## src/design/smsp_pkg.sv

```systemverilog
// Shared types and constants for the straight-move speed profile.
`default_nettype none
package smsp_pkg;

	// field widths
	localparam int SpeedW     = 17;
	localparam int RightW     = 18;
	localparam int PeriodW    = 10;
	localparam int FieldCntW  = 20;
	localparam int GainW      = 16;
	localparam int DistW      = 16;
	localparam int TimeW      = 32;
	localparam int CfgIndexW  = 3;
	localparam int CfgDataW   = 20;

	localparam int CountBitsDefault = 20;

	// Q16 arithmetic constants
	localparam logic [16:0] QOne      = 17'd65536;
	localparam logic [16:0] MulUp     = 17'd75366;  // 1.15
	localparam logic [15:0] MulDown   = 16'd58982;  // 0.90
	localparam logic [17:0] DistScale = 18'd136882; // 1/64 cm to pulses, Q16
	localparam logic [15:0] RoundHalf = 16'd32768;

	// register reset values
	localparam logic [16:0] MaxSpeedRst   = 17'd26214;
	localparam logic [16:0] StartSpeedRst = 17'd9830;
	localparam logic [9:0]  AccelPerRst   = 10'd150;
	localparam logic [9:0]  TrimPerRst    = 10'd100;
	localparam logic [19:0] AccelCapRst   = 20'd3000;
	localparam logic [19:0] DecelWinRst   = 20'd2500;
	localparam logic [15:0] GainRst       = 16'd75;

	typedef enum logic [1:0] {
		PH_IDLE   = 2'd0,
		PH_ACCEL  = 2'd1,
		PH_CRUISE = 2'd2
	} phase_t;

	typedef enum logic {
		ACT_START  = 1'b0,
		ACT_SAMPLE = 1'b1
	} action_t;

	typedef enum logic [CfgIndexW-1:0] {
		REG_MAX_SPEED   = 3'd0,
		REG_START_SPEED = 3'd1,
		REG_ACCEL_PER   = 3'd2,
		REG_TRIM_PER    = 3'd3,
		REG_ACCEL_CAP   = 3'd4,
		REG_DECEL_WIN   = 3'd5,
		REG_GAIN        = 3'd6
	} cfg_reg_t;

endpackage
`default_nettype wire

```

## src/design/smsp_if.sv

```systemverilog
// Channel interfaces: input items, result items and register writes.
`default_nettype none
interface smsp_in_if;
	logic                               valid;
	logic                               ready;
	logic                               action;
	logic [smsp_pkg::DistW-1:0]         distance;
	logic [smsp_pkg::TimeW-1:0]         now_ms;
	logic [smsp_pkg::FieldCntW-1:0]     count_left;
	logic [smsp_pkg::FieldCntW-1:0]     count_right;

	modport source (output valid, action, distance, now_ms, count_left, count_right,
		input ready);
	modport sink (input valid, action, distance, now_ms, count_left, count_right,
		output ready);
endinterface

interface smsp_out_if;
	logic                               valid;
	logic                               ready;
	logic [smsp_pkg::SpeedW-1:0]        left_cmd;
	logic signed [smsp_pkg::RightW-1:0] right_cmd;
	logic                               cmd_update;
	logic                               moving;
	logic                               finished;

	modport source (output valid, left_cmd, right_cmd, cmd_update, moving, finished,
		input ready);
	modport sink (input valid, left_cmd, right_cmd, cmd_update, moving, finished,
		output ready);
endinterface

interface smsp_cfg_if;
	logic                               valid;
	logic                               ready;
	logic [smsp_pkg::CfgIndexW-1:0]     index;
	logic [smsp_pkg::CfgDataW-1:0]      data;

	modport source (output valid, index, data, input ready);
	modport sink (input valid, index, data, output ready);
endinterface
`default_nettype wire

```

## src/design/straight_move_speed_profile.sv

```systemverilog
// Top level: straight-move trapezoidal speed profile for a two-wheel drive.
//
// in_ch carries start transactions (action 0, distance and now_ms) and sample
// transactions (action 1, now_ms and both encoder counts). Every input
// transaction yields exactly one result transaction on out_ch with the wheel
// commands (Q16), an update flag, the moving flag and the finish flag.
// cfg takes register writes at any time and is always ready; writes are
// meant to happen while no transaction is in flight.
//
// An accepted transaction lands in the input stage register, is evaluated
// against the profile state once the result register is free or being
// taken, and is written to the result register. One transaction per cycle
// is sustained while out_ch does not stall; the state update is a single
// combinational pass (a few multiplies plus compares) per item.
// When out_ch stalls, the result and one more transaction are held; in_ch
// ready then drops until out_ch takes the result.
// Reset clears both stages, returns the profile to idle with zero speed
// and target, and loads the register defaults.
`default_nettype none
module straight_move_speed_profile #(
	parameter int COUNT_BITS = smsp_pkg::CountBitsDefault
) (
	input  wire            clk,
	input  wire            arst_n,
	smsp_in_if.sink        in_ch,
	smsp_out_if.source     out_ch,
	smsp_cfg_if.sink       cfg
);

	localparam int CW   = COUNT_BITS;
	localparam int CMPW = 33;
	localparam int DW   = CW + 1;
	localparam int PW   = DW + 17;

	// configuration registers
	logic [16:0] max_speed_q, start_speed_q;
	logic [9:0]  accel_per_q, trim_per_q;
	logic [19:0] accel_cap_q, decel_win_q;
	logic [15:0] gain_q;

	// profile state
	smsp_pkg::phase_t phase_q;
	logic [16:0]      cur_speed_q;
	logic [31:0]      last_ms_q;
	logic [CW-1:0]    target_q;

	// input stage
	logic        valid_s1;
	logic        action_s1;
	logic [15:0] distance_s1;
	logic [31:0] now_s1;
	logic [19:0] cnt_l_s1, cnt_r_s1;

	// result stage
	logic               valid_s2;
	logic [16:0]        left_s2;
	logic signed [17:0] right_s2;
	logic               upd_s2, moving_s2, fin_s2;

	logic adv;

	// next-state logic
	smsp_pkg::phase_t   nxt_phase;
	logic [16:0]        nxt_speed;
	logic [31:0]        nxt_last;
	logic [CW-1:0]      nxt_target;
	logic [16:0]        r_left;
	logic signed [17:0] r_right;
	logic               r_upd, r_fin;

	logic [CW-1:0]         cl, cr;
	logic [31:0]           dt;
	logic [34:0]           up_prod;
	logic [16:0]           up_sat;
	logic [33:0]           down_prod;
	logic [16:0]           down_spd;
	logic [33:0]           dist_prod;
	logic [17:0]           tgt_full;
	logic [CW-1:0]         tgt_sat;
	logic [CMPW-1:0]       cl_x, tgt_x, cap_x, win_x;
	logic signed [DW-1:0]  diff;
	logic signed [16:0]    gain_s;
	logic signed [PW-1:0]  bal_prod, bal_sum, pos_lim, neg_lim;
	logic signed [17:0]    bal_right;
	logic [16:0]           trim_spd;
	logic                  in_window;

	assign adv          = valid_s1 && (!valid_s2 || out_ch.ready);
	assign in_ch.ready  = !valid_s1 || adv;
	assign cfg.ready    = 1'b1;

	assign out_ch.valid      = valid_s2;
	assign out_ch.left_cmd   = left_s2;
	assign out_ch.right_cmd  = right_s2;
	assign out_ch.cmd_update = upd_s2;
	assign out_ch.moving     = moving_s2;
	assign out_ch.finished   = fin_s2;

	// datapath pieces
	assign cl = CW'(cnt_l_s1);
	assign cr = CW'(cnt_r_s1);
	assign dt = now_s1 - last_ms_q;

	assign up_prod = 35'(cur_speed_q) * 35'(smsp_pkg::MulUp) + 35'(smsp_pkg::RoundHalf);
	assign up_sat  = (up_prod[34:16] > 19'(smsp_pkg::QOne)) ? smsp_pkg::QOne
		: up_prod[32:16];

	assign down_prod = 34'(cur_speed_q) * 34'(smsp_pkg::MulDown)
		+ 34'(smsp_pkg::RoundHalf);
	assign down_spd  = down_prod[32:16];

	assign dist_prod = 34'(distance_s1) * 34'(smsp_pkg::DistScale);
	assign tgt_full  = dist_prod[33:16];
	// target saturates at the largest count
	assign tgt_sat   = ((36'(tgt_full) >> CW) != 36'd0) ? {CW{1'b1}} : CW'(tgt_full);

	assign cl_x  = CMPW'(cl);
	assign tgt_x = CMPW'(target_q);
	assign cap_x = CMPW'(accel_cap_q);
	assign win_x = CMPW'(decel_win_q);

	assign in_window = (tgt_x >= win_x) && (cl_x >= tgt_x - win_x);
	assign trim_spd  = in_window ? down_spd : cur_speed_q;

	// balance: arithmetic shift gives the floor of the Q16 product
	assign diff     = signed'({1'b0, cl}) - signed'({1'b0, cr});
	assign gain_s   = signed'({1'b0, gain_q});
	assign bal_prod = PW'(diff) * PW'(gain_s);
	assign bal_sum  = (bal_prod >>> 16) + PW'(signed'({1'b0, trim_spd}));
	assign pos_lim  = PW'(65536);
	assign neg_lim  = PW'(-65536);
	assign bal_right = (bal_sum > pos_lim) ? 18'sd65536
		: (bal_sum < neg_lim) ? -18'sd65536 : 18'(bal_sum);

	always_comb begin
		nxt_phase  = phase_q;
		nxt_speed  = cur_speed_q;
		nxt_last   = last_ms_q;
		nxt_target = target_q;
		r_left     = '0;
		r_right    = '0;
		r_upd      = 1'b0;
		r_fin      = 1'b0;
		if (action_s1 == smsp_pkg::ACT_START) begin
			nxt_target = tgt_sat;
			nxt_speed  = start_speed_q;
			nxt_last   = now_s1;
			nxt_phase  = smsp_pkg::PH_ACCEL;
			r_left     = start_speed_q;
			r_right    = signed'({1'b0, start_speed_q});
			r_upd      = 1'b1;
		end else begin
			case (phase_q)
				smsp_pkg::PH_ACCEL: begin
					if (dt >= 32'(accel_per_q)) begin
						nxt_speed = up_sat;
						nxt_last  = now_s1;
						r_left    = up_sat;
						r_right   = signed'({1'b0, up_sat});
						r_upd     = 1'b1;
					end
					if (!(nxt_speed < max_speed_q && cl_x < cap_x && cl_x <= tgt_x)) begin
						nxt_speed = max_speed_q;
						if (cl_x > tgt_x) begin
							nxt_phase = smsp_pkg::PH_IDLE;
							r_left    = '0;
							r_right   = '0;
							r_upd     = 1'b1;
							r_fin     = 1'b1;
						end else begin
							nxt_phase = smsp_pkg::PH_CRUISE;
						end
					end
				end
				smsp_pkg::PH_CRUISE: begin
					if (dt >= 32'(trim_per_q)) begin
						nxt_speed = trim_spd;
						nxt_last  = now_s1;
						r_left    = trim_spd;
						r_right   = bal_right;
						r_upd     = 1'b1;
					end
					// finish check comes after any trim on the same item
					if (cl_x > tgt_x) begin
						nxt_phase = smsp_pkg::PH_IDLE;
						r_left    = '0;
						r_right   = '0;
						r_upd     = 1'b1;
						r_fin     = 1'b1;
					end
				end
				default: begin
				end
			endcase
		end
	end

	// configuration registers
	always_ff @(posedge clk or negedge arst_n) begin
		if (!arst_n) begin
			max_speed_q   <= smsp_pkg::MaxSpeedRst;
			start_speed_q <= smsp_pkg::StartSpeedRst;
			accel_per_q   <= smsp_pkg::AccelPerRst;
			trim_per_q    <= smsp_pkg::TrimPerRst;
			accel_cap_q   <= smsp_pkg::AccelCapRst;
			decel_win_q   <= smsp_pkg::DecelWinRst;
			gain_q        <= smsp_pkg::GainRst;
		end else if (cfg.valid) begin
			case (cfg.index)
				smsp_pkg::REG_MAX_SPEED:   max_speed_q   <= cfg.data[16:0];
				smsp_pkg::REG_START_SPEED: start_speed_q <= cfg.data[16:0];
				smsp_pkg::REG_ACCEL_PER:   accel_per_q   <= cfg.data[9:0];
				smsp_pkg::REG_TRIM_PER:    trim_per_q    <= cfg.data[9:0];
				smsp_pkg::REG_ACCEL_CAP:   accel_cap_q   <= cfg.data[19:0];
				smsp_pkg::REG_DECEL_WIN:   decel_win_q   <= cfg.data[19:0];
				smsp_pkg::REG_GAIN:        gain_q        <= cfg.data[15:0];
				default: begin
				end
			endcase
		end
	end

	// profile state
	always_ff @(posedge clk or negedge arst_n) begin
		if (!arst_n) begin
			phase_q     <= smsp_pkg::PH_IDLE;
			cur_speed_q <= '0;
			last_ms_q   <= '0;
			target_q    <= '0;
		end else if (adv) begin
			phase_q     <= nxt_phase;
			cur_speed_q <= nxt_speed;
			last_ms_q   <= nxt_last;
			target_q    <= nxt_target;
		end
	end

	// input stage
	always_ff @(posedge clk or negedge arst_n) begin
		if (!arst_n) begin
			valid_s1 <= 1'b0;
		end else if (in_ch.ready) begin
			valid_s1 <= in_ch.valid;
		end
	end

	always_ff @(posedge clk) begin
		if (in_ch.valid && in_ch.ready) begin
			action_s1   <= in_ch.action;
			distance_s1 <= in_ch.distance;
			now_s1      <= in_ch.now_ms;
			cnt_l_s1    <= in_ch.count_left;
			cnt_r_s1    <= in_ch.count_right;
		end
	end

	// result stage
	always_ff @(posedge clk or negedge arst_n) begin
		if (!arst_n) begin
			valid_s2 <= 1'b0;
		end else if (adv) begin
			valid_s2 <= 1'b1;
		end else if (out_ch.ready) begin
			valid_s2 <= 1'b0;
		end
	end

	always_ff @(posedge clk) begin
		if (adv) begin
			left_s2   <= r_left;
			right_s2  <= r_right;
			upd_s2    <= r_upd;
			moving_s2 <= (nxt_phase != smsp_pkg::PH_IDLE);
			fin_s2    <= r_fin;
		end
	end

endmodule
`default_nettype wire
```

## src/flat_wrapper.sv

```systemverilog
// flat-port wrapper written by rule: the top's interface ports become plain ports
module straight_move_speed_profile_flat 
#(
	parameter int COUNT_BITS = smsp_pkg::CountBitsDefault
)
  (clk, arst_n, in_ch_valid, in_ch_action, in_ch_distance, in_ch_now_ms, in_ch_count_left, in_ch_count_right, in_ch_ready, out_ch_valid, out_ch_left_cmd, out_ch_right_cmd, out_ch_cmd_update, out_ch_moving, out_ch_finished, out_ch_ready, cfg_valid, cfg_index, cfg_data, cfg_ready);
  smsp_in_if in_ch_i ();
  smsp_out_if out_ch_i ();
  smsp_cfg_if cfg_i ();
  input  wire clk;
  input  wire arst_n;
  input wire logic [$bits(in_ch_i.valid)-1:0] in_ch_valid;
  input wire logic [$bits(in_ch_i.action)-1:0] in_ch_action;
  input wire logic [$bits(in_ch_i.distance)-1:0] in_ch_distance;
  input wire logic [$bits(in_ch_i.now_ms)-1:0] in_ch_now_ms;
  input wire logic [$bits(in_ch_i.count_left)-1:0] in_ch_count_left;
  input wire logic [$bits(in_ch_i.count_right)-1:0] in_ch_count_right;
  output wire logic [$bits(in_ch_i.ready)-1:0] in_ch_ready;
  output wire logic [$bits(out_ch_i.valid)-1:0] out_ch_valid;
  output wire logic [$bits(out_ch_i.left_cmd)-1:0] out_ch_left_cmd;
  output wire logic [$bits(out_ch_i.right_cmd)-1:0] out_ch_right_cmd;
  output wire logic [$bits(out_ch_i.cmd_update)-1:0] out_ch_cmd_update;
  output wire logic [$bits(out_ch_i.moving)-1:0] out_ch_moving;
  output wire logic [$bits(out_ch_i.finished)-1:0] out_ch_finished;
  input wire logic [$bits(out_ch_i.ready)-1:0] out_ch_ready;
  input wire logic [$bits(cfg_i.valid)-1:0] cfg_valid;
  input wire logic [$bits(cfg_i.index)-1:0] cfg_index;
  input wire logic [$bits(cfg_i.data)-1:0] cfg_data;
  output wire logic [$bits(cfg_i.ready)-1:0] cfg_ready;
  assign in_ch_i.valid = in_ch_valid;
  assign in_ch_i.action = in_ch_action;
  assign in_ch_i.distance = in_ch_distance;
  assign in_ch_i.now_ms = in_ch_now_ms;
  assign in_ch_i.count_left = in_ch_count_left;
  assign in_ch_i.count_right = in_ch_count_right;
  assign in_ch_ready = in_ch_i.ready;
  assign out_ch_valid = out_ch_i.valid;
  assign out_ch_left_cmd = out_ch_i.left_cmd;
  assign out_ch_right_cmd = out_ch_i.right_cmd;
  assign out_ch_cmd_update = out_ch_i.cmd_update;
  assign out_ch_moving = out_ch_i.moving;
  assign out_ch_finished = out_ch_i.finished;
  assign out_ch_i.ready = out_ch_ready;
  assign cfg_i.valid = cfg_valid;
  assign cfg_i.index = cfg_index;
  assign cfg_i.data = cfg_data;
  assign cfg_ready = cfg_i.ready;
  straight_move_speed_profile #(.COUNT_BITS(COUNT_BITS)) u_core (.clk(clk), .arst_n(arst_n), .in_ch(in_ch_i), .out_ch(out_ch_i), .cfg(cfg_i));
endmodule
```

## config.mk

```make
export PLATFORM = sky130hd
export DESIGN_NAME = straight_move_speed_profile_flat
export DESIGN_NICKNAME = d
export VERILOG_FILES = /design/src/design/smsp_pkg.sv /design/src/design/smsp_if.sv /design/src/design/straight_move_speed_profile.sv /design/src/flat_wrapper.sv
export SDC_FILE = /design/constraint.sdc
export NUM_CORES = 2
export LEC_CHECK = 0
export ABC_AREA = 0
export ABC_CLOCK_PERIOD_IN_PS = 11000
export CAP_MARGIN = 20
export CORE_ASPECT_RATIO = 1.1
export CORE_MARGIN = 5
export CORE_UTILIZATION = 61
export CTS_CLUSTER_DIAMETER = 30
export DETAILED_ROUTE_END_ITERATION = 8
export DONT_BUFFER_PORTS = 1
export HOLD_SLACK_MARGIN = 0.02
export PLACE_DENSITY = 0.79
export SLEW_MARGIN = 20
export SYNTH_ARGS = -nofsm -noshare
export SYNTH_HDL_FRONTEND = slang
export SYNTH_SLANG_ARGS = --single-unit
```

## constraint.sdc

```tcl
create_clock -name clk -period 11 [get_ports clk]
set_input_delay 0 -clock clk [delete_from_list [all_inputs] [get_ports clk]]
set_output_delay 0 -clock clk [all_outputs]
set_load 0.02 [all_outputs]
```

; ---- Yosys cells after proc, flatten, opt, wreduce, memory -nomap -nowiden
; Cells that the tools add are included.
[word_totals]
wordCells = 124
output_inout_bits = 41
inputBits = 117
reg_bits = 308
[classes]
multipliers = 4
n_eq_ne = 11
n_addsub = 6
bitwise_logic = 1
reduce_logical = 22
magnitude_cmp = 11
mux = 45
[op_table]
columns = op, n
row1 = $mux 17, 17
row2 = $mux 32, 3
row3 = $mux 18, 5
row4 = $pmux 17 s2, 2
row5 = $ge 32x10->1, 2
row6 = $pmux 32 s2, 1
row7 = $gt 38x18->1 const B, 1
row8 = $lt 38x17->1 const B, 1
row9 = $mul 21x17->38, 1
row10 = $pmux 18 s2, 1
row11 = $add 34x16->35 const B, 1
row12 = $add 33x16->33 const B, 1
row13 = $ge 20x33->1, 1
row14 = $mul 16x17->33 const B, 1
row15 = $mul 17x16->33 const B, 1
row16 = $mul 17x15->32 const B, 1
row17 = $sub 32x32->32, 1
row18 = $add 22x18->23, 1
row19 = $sub 18x20->21, 1
row20 = $sub 20x20->21, 1
row21 = $ge 18x20->1, 1
row22 = $gt 20x18->1, 1
row23 = $le 20x18->1, 1
row24 = $lt 20x20->1, 1
row25 = 21 further kinds, 52

; ---- Longest topological paths before layout
[logic_depth]
depth_word = 14
mapped_depth = 55
ltp_nobuf = 52

; ---- Worst setup path after synthesis
; No wires, ideal clock.
[synth_timing]
path_type = reg-to-reg
from = register u_core.cnt_l_s1[0] (netlist: u_core.cl[0])
to = register u_core.right_s2[13] (netlist: u_core.out_ch.right_cmd[13]), data pin
stages_incl_launch_ff = 55
t_arrival_ns = 11.437
path_slack_ns = -0.607
setup_ns = 0.170
period_less_slack_ns = 11.607
cell_sequence = edfxtp_1 inv_1 ha_1 fa_1 nor2b_1 o21ai_0 a21boi_0 o21ai_0 a21boi_0 o21ai_0 a21boi_0 o21ai_0 a21boi_0 nor2_1 clkbuf_1 and2_1 fa_1 inv_1 [19 not listed] o21a_1 o21a_1 nor2_1 xnor2_1 ha_1 or2_2 o21ai_0 a21oi_1 a31oi_1 o21ai_0 nand4_1 o311ai_0 a32oi_1 or4_1 a31o_2 clkbuf_1 clkbuf_1 o31ai_1
[synth_via]
elab_chain_cells = 11
word_cells_on_any_way = 21
cone_classes = 2 x add/sub / 1 x mul / 6 x order compare / 9 x mux / 3 x reduce/logical
[synth_rtl]
columns = element, line
row1 = from (decl), straight_move_speed_profile.sv:52  ; logic [19:0] cnt_l_s1, cnt_r_s1;
row2 = from (signal assigned), straight_move_speed_profile.sv:252  ; cnt_l_s1 <= in_ch.count_left;
row3 = "parallel branches: the longest is 9 deep, another holds $mul 21x17->38", --
row4 = $pmux 18 s2 (*), straight_move_speed_profile.sv:153  ; case (phase_q)
row5 = $mux 17 (*), straight_move_speed_profile.sv:144  ; if (action_s1 == smsp_pkg::ACT_START) begin
row6 = via u_core.r_right[13], straight_move_speed_profile.sv:68  ; logic signed [17:0] r_right;
row7 = to (signal assigned), straight_move_speed_profile.sv:271  ; right_s2 <= r_right;
row8 = to (decl), straight_move_speed_profile.sv:57  ; logic signed [17:0] right_s2;
; Mark *: on every way through the listed nets, which the timed path passes.
; A chain may end at the register's enable or synchronous reset.

; ---- Worst setup path in the final report
[layout_timing]
from = register u_core.cnt_r_s1[0]
to = register u_core.right_s2[13] (netlist: u_core.out_ch.right_cmd[13]), data pin
[layout_via]
elab_chain_cells = 10
word_cells_on_any_way = 11
cone_classes = 2 x add/sub / 1 x mul / 2 x order compare / 6 x mux
[layout_rtl]
columns = element, line
row1 = from (decl), straight_move_speed_profile.sv:52
row2 = from (signal assigned), straight_move_speed_profile.sv:253  ; cnt_r_s1 <= in_ch.count_right;
row3 = $sub 20x20->21 (*), straight_move_speed_profile.sv:126  ; assign diff = signed'({1'b0, cl}) - signed'({1'b0, cr});
row4 = $mul 21x17->38 (*), straight_move_speed_profile.sv:128  ; assign bal_prod = PW'(diff) * PW'(gain_s);
row5 = $add 22x18->23 (*), straight_move_speed_profile.sv:129  ; assign bal_sum = (bal_prod >>> 16) + PW'(signed'({1'b0, trim_spd}));
row6 = $lt 38x17->1, straight_move_speed_profile.sv:133  ; : (bal_sum < neg_lim) ? -18'sd65536 : 18'(bal_sum);
row7 = $mux 18, straight_move_speed_profile.sv:133
row8 = $mux 18 (*), straight_move_speed_profile.sv:132  ; assign bal_right = (bal_sum > pos_lim) ? 18'sd65536
row9 = $mux 18 (*), straight_move_speed_profile.sv:176  ; if (dt >= 32'(trim_per_q)) begin
row10 = $mux 18 (*), straight_move_speed_profile.sv:184  ; if (cl_x > tgt_x) begin
row11 = $pmux 18 s2 (*), straight_move_speed_profile.sv:153
row12 = $mux 17 (*), straight_move_speed_profile.sv:144
row13 = via u_core.r_right[13], straight_move_speed_profile.sv:68
; The timed path passes the listed nets; every way through them passes the cells marked *.

==> PnR_summary.wiki <==
{| class="wikitable"
! Metric !! Value
|-
| Status || complete, but fails checks
|-
| Violations in the final reports || negative hold slack, negative setup slack
|-
| Via count of the first global-routing pass || 39.4k
|-
| Top cell type's share of synthesized area || 0.254
|-
| Commonest cells after routing, fill and taps aside || sky130_fd_sc_hd__inv_1, sky130_fd_sc_hd__ha_1, sky130_fd_sc_hd__fa_1
|-
| Number of clock sinks || 308
|-
| # rows || between 100 and 150
|-
| Layout net count || 6,403
|-
| Total routing resource utilization after global routing || 0.349
|-
| Die width || 269 um
|-
| Cells after Synth || around 4.7k
|-
| Number of routed nets with antenna violations || 0
|-
| Part of the cycle the worst path needs || 1.02
|-
| Routed via count || 37.2k
|-
| Routed WL per cell || roughly 23 um
|-
| Global Route met3 Usage || 0.0940
|-
| Placed cells || 5,722
|-
| Launching element type of the critical path || register
|-
| Kind of path behind the tightest hold check || input port to asynchronous set/reset pin
|-
| Mapped cell area || 0.0449 mm2
|-
| Placed instance area || 0.0472 mm2
|-
| Cell chosen for the clock root || sky130_fd_sc_hd__clkbuf_16
|-
| Met2 Resource Use GR || 0.566
|-
| Number of antenna violations at the first check in global routing || 9
|-
| Clock period minus worst slack || 11.19 ns
|-
| DRC marker count from the first detailed-route iteration || 3,489
|-
| Initial standard-cell utilization of the core || 0.615
|-
| Finished layout cell area || 0.0527 mm2
|-
| Worst-case setup slack after placement || -0.533 ns
|-
| CORE AREA || 0.0731 mm2
|-
| Slew HR || 0.217
|-
| CP bufs+invs || 7
|-
| Actual transition at the worst max-transition pin || 1.16 ns
|-
| Fraction of the yosys area taken by sequential cells || 0.187
|-
| Total nets after synthesis || about 6k
|-
| Worst Path Arrival || 11.68 ns
|-
| Met1 usage in global routing || 0.433
|-
| Setup violation total in the final timing report || 14
|-
| Maximum clock frequency || 89.4 MHz
|-
| Reg-to-reg startpoint || u_core.cnt_r_s1[0]
|-
| Max-capacitance violation count || 0
|-
| Final cell count without fillers || 6,102
|-
| Cell type contributing the most total cell area after synthesis || sky130_fd_sc_hd__fa_1
|-
| Setup repair after global routing missed its margin || true
|-
| Remaining Overflow, GRT || 0
|-
| Synthesized flop and latch total || 308
|-
| Launching instance or port of the critical path || u_core.cnt_r_s1[0]
|-
| Synth Area per Inst || ~9.6 um2
|-
| Proportion of synthesized flip-flops having asynchronous set or reset || 0.588
|-
| Maximum number of pins on one net before global-route repair || 182
|-
| Main synth FF type || sky130_fd_sc_hd__dfrtp_1
|-
| First-pass GRT wire length || 216,000 um
|-
| Smallest setup slack after layout || -0.190 ns
|-
| Biggest cell delay along the critical path || approximately 0.54 ns
|-
| Fin. max-slew vios || 0
|-
| Highest net fanout along the worst path || 8
|-
| Skew-Pair Late Insertion Delay || 0.69 ns
|-
| First-pass iteration count of the detailed router || 8
|-
| Drt drc || 0
|-
| Per-cell via count in the routed design || 6.10
|-
| Post-synth EDFFs || 127
|-
| Maximum level of the CTS H-tree || 2
|-
| Worst-path clk slew || approximately 0.060 ns
|-
| Die height || 295 um
|-
| Number of distinct library cells after synthesis || 99
|-
| Slowest stage cell on the critical path || sky130_fd_sc_hd__fa_1
|-
| Most common library cell in the layout ignoring fill and taps || sky130_fd_sc_hd__inv_1
|-
| Kind of end point of the critical path || register
|-
| Worst R2R Setup Slack || -0.19 ns
|-
| Most congested layer reported by global routing || met2
|-
| Number of input and output port buffers inserted || 0
|-
| Path length in cells of the critical path || between 40 and 50
|-
| Dpl hpwl || 98,100 um
|-
| Routability cong. || 0.991
|-
| Critical path required time || 11.49 ns
|-
| Clock Path Buffers || 3
|-
| Routed Wire Length || approximately 140,000 um
|-
| DIE AREA || 0.0792 mm2
|-
| Fraction of layout instances using a drive strength above 1 || 0.136
|-
| Final clock skew || 0.105 ns
|-
| Synth warn || 0
|-
| Depth of the worst register-to-register path || 49
|-
| Clock tree from TritonCTS || yes
|-
| Critical path class || register to register
|-
| Smallest hold slack || -0.0669 ns
|-
| Relative area change from synthesis to final layout || 17.2%
|-
| Kind of cell adding the most delay to the critical path || adder cells
|-
| Number of top-level pins || between 150 and 200
|-
| CTS buffer count || 59
|-
| Reg2reg end || u_core.out_ch.right_cmd[13]
|-
| Ranking of synthesized cells by area || sky130_fd_sc_hd__fa_1, sky130_fd_sc_hd__ha_1, sky130_fd_sc_hd__edfxtp_1, sky130_fd_sc_hd__inv_1, sky130_fd_sc_hd__dfrtp_1
|-
| Cell repeated most along the worst path || sky130_fd_sc_hd__fa_1
|-
| Final Hold Fails || 22
|}
-- per-stage QoR --
step / util / TNS (ns) / hold slack [ns]
global route: 0.720 / -8.42 / 0.0255
global placement: 0.645 / -0.776 / -0.287
detailed placement: 0.646 / -7.69 / -0.287
finish: 0.720 / -1.33 / -0.0669
CTS: 0.711 / -0.0441 / 0.0208
floorplan: - / 0 / -0.296
-- per-layer routing --
metal	vias up	share of wire
met2	2267	0.46
met5	-	0.00038
li1	16174	-
met3	728	0.11
met4	4	0.066
met1	18064	0.36
-- repair_timing --
action,4_1_cts,5_1_grt
hold buffers,217,0
gates resized for setup,82,139
buffers inserted,17,21
pin swaps,75,96
endpoints found under the setup margin,18,38
gates cloned,2,2
endpoints found under the hold margin,397,0
-- synth_stat cells (21+ instances only) --
cell type / n
sky130_fd_sc_hd__mux2_2: 105
sky130_fd_sc_hd__o31ai_1: 21
sky130_fd_sc_hd__nor2_1: 161
sky130_fd_sc_hd__ha_1: 629
sky130_fd_sc_hd__clkbuf_1: 108
sky130_fd_sc_hd__nand2b_1: 34
sky130_fd_sc_hd__edfxtp_1: 127
sky130_fd_sc_hd__nand3_1: 40
sky130_fd_sc_hd__dfstp_2: 38
sky130_fd_sc_hd__inv_1: 996
sky130_fd_sc_hd__xnor2_1: 113
sky130_fd_sc_hd__nor2b_1: 65
sky130_fd_sc_hd__or3_1: 21
sky130_fd_sc_hd__fa_1: 570
sky130_fd_sc_hd__o211ai_1: 22
sky130_fd_sc_hd__a21oi_1: 153
sky130_fd_sc_hd__and2_1: 170
sky130_fd_sc_hd__nor3_1: 60
sky130_fd_sc_hd__o21ai_0: 181
sky130_fd_sc_hd__dfrtp_1: 143
sky130_fd_sc_hd__nand2_1: 359
sky130_fd_sc_hd__o21a_1: 30
sky130_fd_sc_hd__nand4_1: 26
sky130_fd_sc_hd__xor2_1: 43
sky130_fd_sc_hd__a21o_1: 108
sky130_fd_sc_hd__mux2i_1: 41
-- worst max path at each step --
| stage | to | slack, ns |
|---|---|---|
| after global routing | u_core.out_ch.right_cmd[13] | -0.62 |
| after floorplan | u_core.out_ch.right_cmd[13] | 0.02 |
| final | u_core.out_ch.right_cmd[13] | -0.19 |
| after global placement | u_core.out_ch.right_cmd[7] | -0.09 |
| after CTS | u_core.out_ch.right_cmd[14] | -0.03 |
| after detailed placement | u_core.out_ch.right_cmd[6] | -0.53 |
-- logic make-up after synthesis --
| family | synth area share |
|---|---|
| fa+ha+maj | 0.429 |
| mux | 0.0354 |
| flops | 0.187 |
| buf+inv | 0.0938 |
| simple gates | 0.115 |
| xor+xnor | 0.0308 |
| compound gates | 0.109 |
| other cells | 0.0000834 |
-- final cells by class --
type	count	area [um2]
Clock inverter	50	592
Timing Repair Buffer	452	3990
Sequential cell	308	8390
Antenna cell	10	25.0
Inverter	996	3740
Fill cell	4870	20500
Tap cell	954	1190
Clock buffer	62	1490
Multi-Input combinational cell	3270	33300
-- flip-flops by register name (all words and copies together), names as in the netlist, 2 cells and up --
| name | count |
|---|---|
| u_core.start_speed_q | 17 |
| u_core.out_ch.left_cmd | 17 |
| u_core.trim_per_q | 10 |
| u_core.last_ms_q | 32 |
| u_core.gain_q | 16 |
| u_core.accel_cap_q | 20 |
| u_core.out_ch.right_cmd | 18 |
| u_core.phase_q | 2 |
| u_core.now_s1 | 32 |
| u_core.cl | 20 |
| u_core.cnt_r_s1 | 20 |
| u_core.accel_per_q | 10 |
| u_core.decel_win_q | 20 |
| u_core.distance_s1 | 16 |
| u_core.cur_speed_q | 17 |
| u_core.max_speed_q | 17 |
| u_core.target_q | 18 |
Power is left out: the tool's default activity adds up to more than one toggle a clock period on the data nets, which glitch-free logic cannot reach.
